[src/hw/rtl/fra_pkg.sv]
// Shared types and constants for the fragment reassembler.
package fra_pkg;

  localparam int unsigned BUFFER_BYTES = 4096;
  localparam int unsigned BUF_AW       = $clog2(BUFFER_BYTES);
  localparam int unsigned MAX_FRAG     = 256;
  localparam int unsigned FRAG_AW      = $clog2(MAX_FRAG);
  localparam int unsigned IDX_W        = FRAG_AW + 1;
  localparam int unsigned BANK_AW      = FRAG_AW + 1;
  localparam int unsigned HDR_BYTES    = 8;
  localparam int unsigned LEN_W        = 13;
  localparam int unsigned QUEUE_DEPTH  = 4;
  localparam int unsigned QPTR_W       = $clog2(QUEUE_DEPTH);

  localparam logic [1:0] FUNC_FRAG  = 2'd0;
  localparam logic [1:0] FUNC_READ  = 2'd1;
  localparam logic [1:0] FUNC_CLEAR = 2'd2;

  localparam logic [1:0] ST_REJECTED  = 2'd0;
  localparam logic [1:0] ST_DUPLICATE = 2'd1;
  localparam logic [1:0] ST_ACCEPTED  = 2'd2;
  localparam logic [1:0] ST_COMPLETE  = 2'd3;

  localparam logic KIND_STATUS = 1'b0;
  localparam logic KIND_READ   = 1'b1;

  localparam logic [7:0] FLAG_START = 8'h01;
  localparam logic [7:0] FLAG_END   = 8'h02;

  localparam logic [LEN_W-1:0] CAP_RESET = LEN_W'(BUFFER_BYTES);
  localparam logic [7:0]       VER_RESET = 8'd1;

  typedef enum logic [1:0] {BK_IDLE, BK_COPY, BK_FIN} bk_state_e;

  // one unit of work handed from front to back
  typedef struct packed {
    logic               is_read;
    logic               copy;
    logic [1:0]         status;
    logic [LEN_W-1:0]   deliv;
    logic               bank;
    logic [LEN_W-1:0]   off;
    logic [IDX_W-1:0]   plen;
    logic [BUF_AW-1:0]  addr;
  } qent_t;

  typedef struct packed {
    logic valid;
    logic bank;
  } done_t;

  typedef struct packed {
    logic               en;
    logic [BANK_AW-1:0] addr;
    logic [7:0]         data;
  } bank_wr_t;

endpackage

[src/hw/rtl/fra_queue.sv]
// Short work queue between front and back.
module fra_queue (
  input  logic           clk_i,
  input  logic           rst_ni,
  input  logic           push_i,
  input  fra_pkg::qent_t push_ent_i,
  output logic           ready_o,
  output logic           valid_o,
  input  logic           pop_i,
  output fra_pkg::qent_t head_o
);

  fra_pkg::qent_t                  ent_q [fra_pkg::QUEUE_DEPTH];
  logic [fra_pkg::QPTR_W-1:0]      wptr_q, wptr_d, rptr_q, rptr_d;
  logic [fra_pkg::QPTR_W:0]        cnt_q, cnt_d;

  assign ready_o = cnt_q != (fra_pkg::QPTR_W+1)'(fra_pkg::QUEUE_DEPTH);
  assign valid_o = cnt_q != '0;
  assign head_o  = ent_q[rptr_q];

  always_comb begin
    wptr_d = wptr_q;
    rptr_d = rptr_q;
    cnt_d  = cnt_q;
    if (push_i) begin
      wptr_d = wptr_q + 1'b1;
    end
    if (pop_i) begin
      rptr_d = rptr_q + 1'b1;
    end
    if (push_i && !pop_i) begin
      cnt_d = cnt_q + 1'b1;
    end else if (pop_i && !push_i) begin
      cnt_d = cnt_q - 1'b1;
    end
  end

  always_ff @(posedge clk_i or negedge rst_ni) begin
    if (!rst_ni) begin
      wptr_q <= '0;
      rptr_q <= '0;
      cnt_q  <= '0;
    end else begin
      wptr_q <= wptr_d;
      rptr_q <= rptr_d;
      cnt_q  <= cnt_d;
    end
  end

  always_ff @(posedge clk_i) begin
    if (push_i) begin
      ent_q[wptr_q] <= push_ent_i;
    end
  end

endmodule

[config.mk]
export PLATFORM = sky130hd
export DESIGN_NAME = fra_queue
export DESIGN_NICKNAME = d
export VERILOG_FILES = /design/src/hw/rtl/fra_pkg.sv /design/src/hw/rtl/fra_queue.sv
export SDC_FILE = /design/constraint.sdc
export NUM_CORES = 1
export LEC_CHECK = 0
export BUFFER_PORTS_ARGS = -buffer_cell sky130_fd_sc_hd__buf_2
export CAP_MARGIN = 20
export CORE_MARGIN = 5
export CORE_UTILIZATION = 55
export DETAILED_ROUTE_END_ITERATION = 16
export PLACE_DENSITY = 0.77
export SYNTH_ARGS = -nofsm -noshare
export SYNTH_HDL_FRONTEND = slang
export SYNTH_SLANG_ARGS = --single-unit
export TNS_END_PERCENT = 20
[constraint.sdc]
create_clock -name clk_i -period 6.2 [get_ports clk_i]
set_input_delay 1.24 -clock clk_i [delete_from_list [all_inputs] [get_ports clk_i]]
set_output_delay 1.24 -clock clk_i [all_outputs]
set_load 0.1 [all_outputs]
==> After elaboration in Yosys (flattened, before gate mapping) <==
Memories as Yosys holds them, arrays and structs flattened.
Cells that the tools add are included.
{ "word_totals": {"mem_count": 1, "elab_cells": 19, "mem_bits_rw": 208, "input_bits": 56, "rom_bits": 0, "out_inout_bits": 54, "latch_bits": 0, "ff_bits": 7} }
{ "op_classes": {"shifts": 0, "n_mul": 0, "bitwise_logic": 0, "addsub": 4, "n_mux": 4, "n_reduce_logical": 6, "eq_ne": 1, "div_mod_pow": 0, "order_cmp": 0} }
{ "memory_table": {"columns": ["name", "depth", "word_bits", "read_ports", "rd_clocked_by_memory_dff", "wr", "line_no", "text"], "rows": [
  ["ent_q", 4, 52, 1, 0, 1, "fra_queue.sv:13", "fra_pkg::qent_t ent_q [fra_pkg::QUEUE_DEPTH];"]
]} }
{ "op_table": {"columns": ["cell", "n"], "rows": [
  ["two-way mux 3 bit", 2],
  ["adder 2 x 1 -> 2 bit (second input constant)", 2],
  ["adder 3 x 1 -> 3 bit (second input constant)", 1],
  ["inequality test 3 bit (second input constant)", 1],
  ["nonzero test 3 bit", 1],
  ["subtractor 3 x 1 -> 3 bit (second input constant)", 1],
  ["logical AND 1 bit", 2],
  ["logical NOT 1 bit", 2],
  ["two-way mux 1 bit", 2],
  ["nonzero test 2 bit", 1]
]} }

==> Depth between registers and ports, before layout <==
{ "depth": {"depth_word": 4, "mapped_depth": 7, "depth_no_buf": 7} }

==> Worst setup path before layout <==
No wires, ideal clock.
{ "synth_path": {"path_type": "input -> register", "startpoint": "in push_i", "endpoint": "mem ent_q[0][0] (netlist name), enable pin", "n_path_buf": 0, "setup_ns": 0.415, "setup_slack_ns": 3.306, "required_ns": 5.785, "path_stages": 1, "arrival_time_ns": 2.479, "cell_sequence": "and2_1"} }
{ "synth_between": {"elab_chain_len": 2} }
{ "synth_rtl": {"columns": ["item", "line_no", "text"], "rows": [
  ["start, declared", "fra_queue.sv:5", "input logic push_i,"],
  ["two-way mux 1 bit", "fra_queue.sv:51", "if (push_i) begin"],
  ["two-way mux 1 bit (not written as such)", "fra_queue.sv:52", "ent_q[wptr_q] <= push_ent_i;"],
  ["end, declared", "fra_queue.sv:13", null]
]} }
No other way between the ends.

==> impl_metrics.ini <==
[clocking]
clockRootBuffer = clkbuf_16
h-tree-depth = 1
clockBufferDepth = 3
path_clk_slew_ps = 60
cts_buffers = 21
cts_sinks = 215
clock_latency_ps = 470
cts_resized = 0
post_cts_buffers = 0
hold_buffers = 0
tritoncts = done

[worst_hold_path]
whs_endpoint = cnt_q[2]
hold_class = reg2reg
min-delay-start = cnt_q[2]
whs_path_depth = 1

[critical_path]
path_cells = buf_4 > mux4_2 > buf_2
worst_path_largest_cell_delay_ps = 810
regToRegEndpoint = ent_q[0][31]
critPathLaunchType = flip-flop
end_kind = primary output
worstPathMaxFanout = 28
reg2reg_depth = 4
cp.arrival_ps = 2530
slowest_stage = dfrtp_2
worstSetupPathType = reg2out
r2r_start = wptr_q[0]
r2r_slack_ps = 4090
cp.required_ps = 4960

[floorplanning]
dieArea_um2 = 17000
placementRows = 44
dieHeight_um = 130
ioPinCount = 110
initial_core_util_pct = 55.4
core_area_um2 = 14400
fp.dieW_um = 130

[synth]
synth-seq-area-share_pct = 80.6
postSynth.asyncResetShare_pct = 3.26
synth.avg_cell_area_um2 = 25.9
yosysUniqueCellTypes = 18
synth_nets = 369
synth_cells = 307
ys.flop_type = edfxtp_1
syn_area_um2 = 7970
synth_edf_count = 208
yosys_register_bits = 215
yosysWarnings = 0

[grt]
grt_first_pass_wirelength_um = 20500
grt_overflow = 0
grt_pass1_vias = 3723
grt_antenna_before_repair = 1
grt_max_degree = 55
track_usage_pct = 16.0

[cells_and_area]
fillCellCount = 952
synthToLayoutAreaGrowth_pct = 16.3
layout-drive-gt1-share_pct = 43.2
post-route-util_pct = 64.5
final_net_count = 495
finalNonFillerCells = 631
num_antenna_cells = 0
final_area_um2 = 9260

[route]
drc = 0
wl_per_cell_um = 21.1
dr.pass1.iters = 4
vias = 3471
via_per_inst = 5.50
drt_iter0_drc = 232
wl_um = 13300
ant_nets = 0

[placement]
dp.cells = 593
placed_area_um2 = 8650
routabilityCongestion = 0.709
hpwl_um = 8020
port_buffers = 109

[timing]
report.final.slew_viol_count = 0
finalSetupViolations = 0
min_period_ps = 3770
fin_skew_ps = 3.39
max_clock_freq_mhz = 265
report.final.hold_viol_count = 0
slew_headroom_pct = 54.3
tightestPinTransition_ps = 685
final.period_utilization_pct = 60.9
rsz0062_at_grt = no
fin_setup_tns_ps = 0

[outcome]
status = completed

[job]
drv_cap = 0
[cell families after synthesis]
logic type	count (synthesis)	synth area share [%]
buffers and inverters	16	1.96
adders and majority gates	6	1.04
AOI/OAI and AO/OA	1	0.0628
muxes	53	15.0
xor gates and xnor gates	6	0.660
and+or+nand+nor	10	0.628
DFF	215	80.6
[how the worst max path moves through the flow]
stage / startpoint / endpoint / slack [ps] / cells past startpoint
after floorplan: push_i / ent_q[0][0] / 3310 / 1
after global placement: rptr_q[0] / head_o[38] / 2770 / 2
after detailed placement: rptr_q[0] / head_o[47] / 2770 / 2
after CTS: rptr_q[0] / head_o[47] / 2250 / 2
after global routing: rptr_q[1] / head_o[2] / 2290 / 3
final: rptr_q[1] / head_o[0] / 2430 / 3
[state kept, by name, summed over array words and instances, names as in the netlist]
| signal | count |
|---|---|
| cnt_q | 3 |
| ent_q | 208 |
| rptr_q | 2 |
| wptr_q | 2 |
[cells in the final DEF (no fill, tap or decap), types with 3 or more instances in the layout]
master and instances:
inv_1 4, buf_2 109, edfxtp_1 208, and2_2 4
clkbuf_16 21, xor2_1 4, mux4_2 48, mux4_1 4
ha_1 5, nand2_1 3, clkinv_1 8, dfrtp_1 5
buf_4 5, clkbuf_1 6
[metrics by stage]
step / hold slack, ps / setup WS, ps
after floorplan: 455 / 3310
after global placement: 475 / 2770
after detailed placement: 479 / 2770
after CTS: 488 / 2250
after global routing: 529 / 2290
final: 489 / 2430
[routing by layer]
| metal | track usage, % | vias to the layer above | share of wire, % |
|---|---|---|---|
| met5 | 0 | - | 0.053 |
| met4 | 3.75 | 2 | 1.6 |
| met3 | 3.93 | 21 | 6.4 |
| met2 | 27.4 | 92 | 51 |
| met1 | 21.1 | 1803 | 41 |
| li1 | - | 1553 | - |
[cell usage after synthesis, types with 2 or more instances]
| master | instances | area share (%) |
|---|---|---|
| ha_1 | 5 | 0.79 |
| dfrtp_1 | 7 | 2.2 |
| mux4_1 | 4 | 1.3 |
| inv_1 | 4 | 0.19 |
| edfxtp_1 | 208 | 78 |
| mux4_2 | 48 | 14 |
| nand2_1 | 3 | 0.14 |
| buf_12 | 5 | 1.3 |
| and2_1 | 4 | 0.31 |
| buf_2 | 6 | 0.38 |
| xor2_1 | 4 | 0.44 |
| xnor2_1 | 2 | 0.22 |
| nor2_1 | 2 | 0.094 |
[area by class of cell]
| type | count | area, um^2 | share of cell area, % |
|---|---|---|---|
| flip-flops and latches | 215 | 6430 | 69.4 |
| multi-input cells | 76 | 1390 | 15.0 |
| repair buffers | 115 | 611 | 6.59 |
| clock buffers | 27 | 548 | 5.92 |
| well taps | 184 | 230 | 2.49 |
| clock inverters | 10 | 40.0 | 0.432 |
| inverters | 4 | 15.0 | 0.162 |
[worst max-delay path, delay by kind of cell (launching register included)]
family / cells / cell delay (ps)
flops: 1 / 810
buf+inv: 2 / 930
mux: 1 / 300
Power is left out: the tool's default activity adds up to more than one toggle a clock period on the data nets, which glitch-free logic cannot reach.
